$ cat src/fixed_point_divide_saturating_macros.svh
// assertion macros for the saturating fixed-point divider
`ifndef FIXED_POINT_DIVIDE_SATURATING_MACROS_SVH
`define FIXED_POINT_DIVIDE_SATURATING_MACROS_SVH

`ifndef ASSERT_OFF
// checked at every clock edge outside reset
`define FPDS_ASSERT(lbl, prop, msg) \
  lbl: assert property (@(posedge clk) disable iff (!rst_n) prop) else $error(msg);
// checked at every clock edge, reset included
`define FPDS_ASSERT_ALWAYS(lbl, prop, msg) \
  lbl: assert property (@(posedge clk) prop) else $error(msg);
`else
`define FPDS_ASSERT(lbl, prop, msg)
`define FPDS_ASSERT_ALWAYS(lbl, prop, msg)
`endif

`endif

$ cat src/fpds_pkg.sv
package fpds_pkg;

  localparam int WORD_W      = 32;
  localparam int FRAC_BITS   = 16;
  localparam int GUARD_SHIFT = 14;
  // quotient magnitude stays below 2^(GUARD_SHIFT + FRAC_BITS) when not clamped
  localparam int QUOT_BITS   = GUARD_SHIFT + FRAC_BITS;

  localparam logic [WORD_W-1:0] CLAMP_NEG = {1'b1, {(WORD_W-1){1'b0}}};
  localparam logic [WORD_W-1:0] CLAMP_POS = {1'b0, {(WORD_W-1){1'b1}}};

  // one item in flight through the restoring divide stages
  typedef struct packed {
    logic [WORD_W-1:0]    rem;   // partial remainder, below ub unless sat is set
    logic [QUOT_BITS-1:0] qr;    // dividend bits still to shift in, quotient bits shifted out
    logic [WORD_W-1:0]    ub;    // absolute divisor
    logic                 neg;   // operand signs differ
    logic                 sat;   // clamp instead of divide
  } div_lane_t;

endpackage

$ cat src/fpds_if.sv
interface fpds_in_if import fpds_pkg::*; ();
  logic                     valid;
  logic                     ready;
  logic signed [WORD_W-1:0] dividend;
  logic signed [WORD_W-1:0] divisor;

  modport source (output valid, output dividend, output divisor, input ready);
  modport sink   (input valid, input dividend, input divisor, output ready);
endinterface

interface fpds_out_if import fpds_pkg::*; ();
  logic                     valid;
  logic                     ready;
  logic signed [WORD_W-1:0] quotient;
  logic                     saturated;

  modport source (output valid, output quotient, output saturated, input ready);
  modport sink   (input valid, input quotient, input saturated, output ready);
endinterface

$ cat src/fpds_div_stage.sv
module fpds_div_stage import fpds_pkg::*; (
  input  logic      clk,
  input  logic      rst_n,
  input  logic      valid_i,
  input  div_lane_t lane_i,
  output logic      ready_o,
  output logic      valid_o,
  output div_lane_t lane_o,
  input  logic      ready_i
);

  logic            valid_r;
  div_lane_t       lane_r;
  div_lane_t       lane_nxt;
  logic [WORD_W:0] rem_sh;
  logic [WORD_W+1:0] diff;
  logic            take;

  // one restoring step: shift in the next dividend bit, subtract when it fits
  always_comb begin
    rem_sh   = {lane_i.rem, lane_i.qr[QUOT_BITS-1]};
    diff     = {1'b0, rem_sh} - {2'b00, lane_i.ub};
    take     = !diff[WORD_W+1];
    lane_nxt = lane_i;
    lane_nxt.rem = take ? diff[WORD_W-1:0] : rem_sh[WORD_W-1:0];
    lane_nxt.qr  = {lane_i.qr[QUOT_BITS-2:0], take};
  end

  // stage moves when empty or when the next stage takes its item
  assign ready_o = !valid_r || ready_i;

  always_ff @(posedge clk) begin
    if (!rst_n) begin
      valid_r <= 1'b0;
    end else if (ready_o) begin
      valid_r <= valid_i;
    end
  end

  always_ff @(posedge clk) begin
    if (ready_o) begin
      lane_r <= lane_nxt;
    end
  end

  assign valid_o = valid_r;
  assign lane_o  = lane_r;

endmodule

$ cat src/fixed_point_divide_saturating.sv
// channel   dir  payload                              transfer when
// in_chan   in   dividend[31:0] s, divisor[31:0] s    valid && ready
// out_chan  out  quotient[31:0] s, saturated          valid && ready
//
// the path runs through absolute values, overflow guard, 30 restoring
// divide steps of one quotient bit each, and the sign fix into the output register.
// one operand pair enters every cycle while out_chan is not stalled; each stage holds one item.
// a stalled output fills bubbles behind it before in_chan.ready drops.
// rst_n is synchronous and clears all valid bits; in_chan.ready is low during reset.
`include "fixed_point_divide_saturating_macros.svh"

module fixed_point_divide_saturating import fpds_pkg::*; (
  input  logic       clk,
  input  logic       rst_n,
  fpds_in_if.sink    in_chan,
  fpds_out_if.source out_chan
);

  // absolute value stage
  logic              a_valid_r;
  logic [WORD_W-1:0] a_ua_r;
  logic [WORD_W-1:0] a_ub_r;
  logic              a_neg_r;
  logic [WORD_W-1:0] a_ua_nxt;
  logic [WORD_W-1:0] a_ub_nxt;
  logic              a_ready;

  // guard stage
  logic              b_valid_r;
  div_lane_t         b_lane_r;
  div_lane_t         b_lane_nxt;
  logic [WORD_W-1:0] b_guard;
  logic              b_ready;

  // divide chain
  logic              div_valid [0:QUOT_BITS];
  div_lane_t         div_lane  [0:QUOT_BITS];
  logic              div_ready [0:QUOT_BITS];

  // output register
  logic              out_valid_r;
  logic [WORD_W-1:0] out_quot_r;
  logic              out_sat_r;
  logic [WORD_W-1:0] out_quot_nxt;
  logic [WORD_W-1:0] out_mag;
  logic              out_ready_int;

  // wrap-around absolute values
  always_comb begin
    a_ua_nxt = in_chan.dividend[WORD_W-1] ? (~in_chan.dividend + 1'b1) : in_chan.dividend;
    a_ub_nxt = in_chan.divisor[WORD_W-1]  ? (~in_chan.divisor + 1'b1)  : in_chan.divisor;
  end

  assign a_ready       = !a_valid_r || b_ready;
  assign in_chan.ready = rst_n && a_ready;

  always_ff @(posedge clk) begin
    if (!rst_n) begin
      a_valid_r <= 1'b0;
    end else if (a_ready) begin
      a_valid_r <= in_chan.valid;
    end
  end

  always_ff @(posedge clk) begin
    if (a_ready) begin
      a_ua_r  <= a_ua_nxt;
      a_ub_r  <= a_ub_nxt;
      a_neg_r <= in_chan.dividend[WORD_W-1] ^ in_chan.divisor[WORD_W-1];
    end
  end

  // overflow guard and divider seed
  always_comb begin
    b_guard        = {{GUARD_SHIFT{a_ua_r[WORD_W-1]}}, a_ua_r[WORD_W-1:GUARD_SHIFT]};
    b_lane_nxt.sat = (b_guard >= a_ub_r);
    b_lane_nxt.rem = {{GUARD_SHIFT{1'b0}}, a_ua_r[WORD_W-1:GUARD_SHIFT]};
    b_lane_nxt.qr  = {a_ua_r[GUARD_SHIFT-1:0], {FRAC_BITS{1'b0}}};
    b_lane_nxt.ub  = a_ub_r;
    b_lane_nxt.neg = a_neg_r;
  end

  assign b_ready = !b_valid_r || div_ready[0];

  always_ff @(posedge clk) begin
    if (!rst_n) begin
      b_valid_r <= 1'b0;
    end else if (b_ready) begin
      b_valid_r <= a_valid_r;
    end
  end

  always_ff @(posedge clk) begin
    if (b_ready) begin
      b_lane_r <= b_lane_nxt;
    end
  end

  assign div_valid[0] = b_valid_r;
  assign div_lane[0]  = b_lane_r;

  // one quotient bit per stage
  for (genvar k = 0; k < QUOT_BITS; k++) begin : g_step
    fpds_div_stage u_step (
      .clk     (clk),
      .rst_n   (rst_n),
      .valid_i (div_valid[k]),
      .lane_i  (div_lane[k]),
      .ready_o (div_ready[k]),
      .valid_o (div_valid[k+1]),
      .lane_o  (div_lane[k+1]),
      .ready_i (div_ready[k+1])
    );
  end

  assign div_ready[QUOT_BITS] = out_ready_int;

  // sign fix or clamp
  always_comb begin
    out_mag = {{(WORD_W-QUOT_BITS){1'b0}}, div_lane[QUOT_BITS].qr};
    if (div_lane[QUOT_BITS].sat) begin
      out_quot_nxt = div_lane[QUOT_BITS].neg ? CLAMP_NEG : CLAMP_POS;
    end else begin
      out_quot_nxt = div_lane[QUOT_BITS].neg ? (~out_mag + 1'b1) : out_mag;
    end
  end

  assign out_ready_int = !out_valid_r || out_chan.ready;

  always_ff @(posedge clk) begin
    if (!rst_n) begin
      out_valid_r <= 1'b0;
    end else if (out_ready_int) begin
      out_valid_r <= div_valid[QUOT_BITS];
    end
  end

  always_ff @(posedge clk) begin
    if (out_ready_int) begin
      out_quot_r <= out_quot_nxt;
      out_sat_r  <= div_lane[QUOT_BITS].sat;
    end
  end

  assign out_chan.valid     = out_valid_r;
  assign out_chan.quotient  = out_quot_r;
  assign out_chan.saturated = out_sat_r;

  // checks
  `FPDS_ASSERT(a_sat_extreme, out_valid_r && out_sat_r |-> (out_quot_r == CLAMP_NEG || out_quot_r == CLAMP_POS), "clamped result is not an extreme value")
  `FPDS_ASSERT(a_quot_range, out_valid_r && !out_sat_r |-> (out_quot_r[WORD_W-1:QUOT_BITS] == '0 || out_quot_r[WORD_W-1:QUOT_BITS] == '1), "divided result out of range")
  `FPDS_ASSERT(a_seed_below_divisor, b_valid_r && !b_lane_r.sat |-> b_lane_r.rem < b_lane_r.ub, "divider seed not below divisor")
  `FPDS_ASSERT(a_tail_holds, div_valid[QUOT_BITS] && !out_ready_int |=> div_valid[QUOT_BITS], "last divide stage dropped a stalled item")
  `FPDS_ASSERT_ALWAYS(a_no_accept_in_reset, !rst_n |-> !in_chan.ready, "input ready during reset")

endmodule
$ cat src/flat_wrapper.sv
// flat-port wrapper written by rule: the top's interface ports become plain ports
module fixed_point_divide_saturating_flat import fpds_pkg::*;
  (clk, rst_n, in_chan_valid, in_chan_dividend, in_chan_divisor, in_chan_ready, out_chan_valid, out_chan_quotient, out_chan_saturated, out_chan_ready);
  fpds_in_if in_chan_i ();
  fpds_out_if out_chan_i ();
  input  logic clk;
  input  logic rst_n;
  input wire logic [$bits(in_chan_i.valid)-1:0] in_chan_valid;
  input wire logic [$bits(in_chan_i.dividend)-1:0] in_chan_dividend;
  input wire logic [$bits(in_chan_i.divisor)-1:0] in_chan_divisor;
  output wire logic [$bits(in_chan_i.ready)-1:0] in_chan_ready;
  output wire logic [$bits(out_chan_i.valid)-1:0] out_chan_valid;
  output wire logic [$bits(out_chan_i.quotient)-1:0] out_chan_quotient;
  output wire logic [$bits(out_chan_i.saturated)-1:0] out_chan_saturated;
  input wire logic [$bits(out_chan_i.ready)-1:0] out_chan_ready;
  assign in_chan_i.valid = in_chan_valid;
  assign in_chan_i.dividend = in_chan_dividend;
  assign in_chan_i.divisor = in_chan_divisor;
  assign in_chan_ready = in_chan_i.ready;
  assign out_chan_valid = out_chan_i.valid;
  assign out_chan_quotient = out_chan_i.quotient;
  assign out_chan_saturated = out_chan_i.saturated;
  assign out_chan_i.ready = out_chan_ready;
  fixed_point_divide_saturating u_core (.clk(clk), .rst_n(rst_n), .in_chan(in_chan_i), .out_chan(out_chan_i));
endmodule
$ cat config.mk
export PLATFORM = sky130hd
export DESIGN_NAME = fixed_point_divide_saturating_flat
export DESIGN_NICKNAME = d
export VERILOG_FILES = /design/src/fpds_pkg.sv /design/src/fpds_if.sv /design/src/fpds_div_stage.sv /design/src/fixed_point_divide_saturating.sv /design/src/flat_wrapper.sv
export VERILOG_INCLUDE_DIRS = /design/src /design/src/src
export SDC_FILE = /design/constraint.sdc
export NUM_CORES = 2
export LEC_CHECK = 0
export ABC_AREA = 1
export BUFFER_PORTS_ARGS = -buffer_cell sky130_fd_sc_hd__buf_4
export CORE_MARGIN = 2
export CORE_UTILIZATION = 30
export DETAILED_ROUTE_END_ITERATION = 8
export PLACE_DENSITY_LB_ADDON = 0.05
export SLEW_MARGIN = 20
export SYNTH_ARGS = -nofsm -noshare
export SYNTH_HDL_FRONTEND = slang
export SYNTH_SLANG_ARGS = --single-unit
$ cat constraint.sdc
create_clock -name clk -period 16.5 [get_ports clk]
set_input_delay 3.3 -clock clk [delete_from_list [all_inputs] [get_ports clk]]
set_output_delay 3.3 -clock clk [all_outputs]
set_load 0.02 [all_outputs]
==> qor.txt <==
Pint = 19.8 mW
Max Slew Vio Count = 0
sequential share of power = 0.371
cell area after layout = 155000 um^2
Fillers = 44716
Slowest cell on crit path = nand4_4
minimum hold slack = 0.363 ns
worst path bufs/invs = 3
total CTS buffers = 330
final wirelength = 335 mm
largest net degree at the start of global routing = 82
IO Port Bufs = 102
clk buf depth = 4
Startpoint Class = primary input
CP cell instances = buf_4 -> inv_12 -> nand3_4 -> nor2_4 -> nand4_4 -> nor2_4 -> nand4_4 -> nor2_4 -> nand4_4 -> nor2_4 -> nand4_4 -> nor2_4 -> nand4_4 -> nor2_4 -> nand4_4 -> nor2_4 -> nand4_4 -> nor2_4 -> a31oi_4 -> buf_4
clock tree root driver cell = clkbuf_16
top cell type's share of synthesized area = 0.582
Psw = 12.0 mW
1st-iter DRT viols = 5873
hold buffers post-CTS = 0
min cycle time layout = 13.91 ns
vias in the first global route = 87591
Combinational Power Share = 0.403
Slew @ Worst Pin = 1.01 ns
fmax = 0.0719 GHz
Yosys cell types = 61
clock-pin slew on the worst setup and hold paths = 0.05 ns
Crit Path Category = in2out
Row Count = 247
DRC errors left = 0
period utilisation layout = 0.843
drt pass-1 iters = 8
Clock Skew = 0.0962 ns
clock power share = 0.226
DP Area = 144000 um^2
Placed Cells = 18488
total core area = 452000 um^2
Top FF cell, synth = edfxtp_1
layout cells sized above 1 = 0.0601
Yosys reg bits = 2669
Worst EP arrival = 10.61 ns
non-filler cells, final = 19094
die extent in x = 677 um
cell taking the most area after synthesis = edfxtp_1
Syn Area/Cell = 10.8 um^2
EDFF count, synth = 2636
Routed WL per cell = 17.6 um
Area Growth Syn to Fin = 13.9%
critical path fanouts, max = 39
setup bufs post-CTS = 0
number of clock sinks = 2669
Die Area = 459000 um^2
Cells after Synth = 12544
dpl hpwl = 257 mm
ys async rst share = 0
post-synthesis cell area = 136000 um^2
GPL Wtd Cong = 0.835
Max-Slew Margin vs Limit = 0.326
final hold vios = 0
cells resized by post-CTS repair = 0
Final setup violation count = 0
via count = 88125
Max stage delay on crit path = 0.63 ns
post-layout util = 0.343
Post-Route Setup TNS = 0 ns
worst path required time = 13.20 ns
static leakage = 65.0 nW
CTS tree = yes
Hold Crit Class = reg2reg
Synth Warn # = 0
antenna violations before repair = 6
RSZ-0062 raised after global routing = no
gr usage total = 0.143
top cell family by delay on the critical path = simple AND/OR/NAND/NOR gates
Max H-tree Level = 5
Starting Density = 0.301
status = finished clean
Final #Nets = 13909
sequential area share after synthesis = 0.587
CP endpoint kind = output port
Vias/cell = 4.62
# Max-Cap Violations = 0
most frequent CP cell = nor2_4
io pins = 103
worst-skew pair later-pin latency = 0.96 ns
Switching Share = 0.377
die height = 677 um
Power Dens Cells = 206 nW/um^2
first-pass GRT wire length = 519 mm
top area cells in the synthesized netlist = edfxtp_1, ha_1, a21oi_1
post-route ant nets = 0
total congestion overflow = 0
VDD IR max = 0.000105 V
==> layer usage <==
| metal | share of wire | vias up | GRT usage |
|---|---|---|---|
| li1 | - | 44237 | - |
| met1 | 0.46 | 41868 | 0.190 |
| met2 | 0.48 | 1583 | 0.243 |
| met3 | 0.043 | 435 | 0.0212 |
| met4 | 0.023 | 2 | 0.0345 |
| met5 | 0.000021 | - | 0 |
==> power by group through the flow <==
stage / Combinational, mW / Clock, mW / Sequential, mW
2_1_floorplan: 9.81 / 0 / 11.2
3_3_place_gp: 12.7 / 0 / 12.1
3_5_place_dp: 12.8 / 0 / 12.0
4_1_cts: 12.9 / 7.53 / 11.9
5_1_grt: 14.6 / 7.78 / 12.1
6_report: 12.8 / 7.21 / 11.8
==> cell usage after synthesis, types with 3 or more instances <==
cell type  count
edfxtp_1    2636
dfxtp_1       33
nor3_1        62
a21boi_1      45
buf_4          7
o21ai_0      521
o31ai_1       40
buf_2        108
or2_2         25
nand4_1       80
o221a_2       10
nand3_1      279
inv_2          3
a31oi_1      143
nand4_4        7
nor3_2         5
o21ai_1       76
nand3b_1       3
a211oi_1      39
o211ai_1      29
o221ai_1      13
o41ai_1        4
ha_1         966
a21oi_2        5
a221oi_1      26
a21o_1        72
nand2_1     1831
clkbuf_1      78
o21bai_1      60
fa_1          29
nor2_4         8
inv_1       1777
xor2_1       287
xnor2_1      587
nor4_1        43
a21oi_1     1416
a21boi_0      23
buf_1          6
nor2_1      1092
o21a_1        13
o21ai_2       29
==> area by class of cell <==
cell class	instances	area, um^2	share of cell area
repair buffers	164	1280	0.00825
well taps	5976	7480	0.0483
multi-input cells	7901	48800	0.315
inverters	1780	6730	0.0434
diodes	4	10.0	0.0000646
clock inverters	183	1900	0.0123
clock buffers	417	8870	0.0572
flip-flops and latches	2669	79800	0.515
==> cells in the final DEF, fill, tap and decap left out, types with 60 or more instances in the layout <==
| cell | netlist | routed |
|---|---|---|
| nand2_1 | 1831 | 1815 |
| inv_1 | 1777 | 1755 |
| nand4_1 | 80 | 80 |
| ha_1 | 966 | 966 |
| a21oi_1 | 1416 | 1416 |
| clkinv_2 | 0 | 66 |
| edfxtp_1 | 2636 | 2636 |
| buf_4 | 7 | 160 |
| o21bai_1 | 60 | 60 |
| nor3_1 | 62 | 61 |
| a31oi_1 | 143 | 142 |
| nor2_1 | 1092 | 1091 |
| o21ai_1 | 76 | 76 |
| o21ai_0 | 521 | 521 |
| xor2_1 | 287 | 287 |
| nand3_1 | 279 | 273 |
| a21o_1 | 72 | 72 |
| clkbuf_1 | 78 | 70 |
| xnor2_1 | 587 | 587 |
| clkbuf_16 | 0 | 340 |
==> flip-flops by register name, indices dropped and copies added (netlist names) <==
signal and count:
u_core.out_chan.quotient 32, u_core.a_valid_r 1, u_core.b_valid_r 1, u_core.g_step.u_step.valid_o 30, u_core.b_lane_r 66, u_core.a_neg_r 1
u_core.a_ub_r 32, u_core.g_step.u_step.lane_o 2472, u_core.out_chan.saturated 1, u_core.out_chan.valid 1, u_core.a_ua_r 32
==> stage by stage <==
stage,power (mW),setup WS (ns)
2_1_floorplan,21.0,-0.0577
3_3_place_gp,24.8,2.43
3_5_place_dp,24.9,2.27
4_1_cts,32.4,2.29
5_1_grt,34.5,1.84
6_report,31.9,2.59
==> path summary, 6_finish.rpt <==
check	cells after the start	slack, ns	to	from
worst min-delay path	0	0.36	u_core.g_step[16].u_step.lane_o[44]	u_core.g_step[15].u_step.lane_o[43]
worst max register to register	17	7.76	u_core.a_ua_r[10]	u_core.out_chan.valid
worst min register to register	0	0.36	u_core.g_step[16].u_step.lane_o[44]	u_core.g_step[15].u_step.lane_o[43]
worst max-delay path	20	2.59	in_chan_ready	out_chan_ready
==> worst register-to-register path, delay by kind of cell, from the launching register on <==
| family | cells | cell delay (ns) |
|---|---|---|
| and+or+nand+nor | 17 | 7.63 |
| DFF | 1 | 0.40 |
==> cell families after synthesis <==
group / after synthesis / share of synthesized area
AND/OR/NAND/NOR: 3448 / 0.103
adder cells (fa/ha/maj): 995 / 0.0931
other: 1 / 0.0000276
buffers and inverters: 1979 / 0.0558
flip-flops: 2669 / 0.587
AO/OA/AOI/OAI: 2578 / 0.105
XOR/XNOR: 874 / 0.0563
No activity file was read; power rests on OpenSTA's default activity.
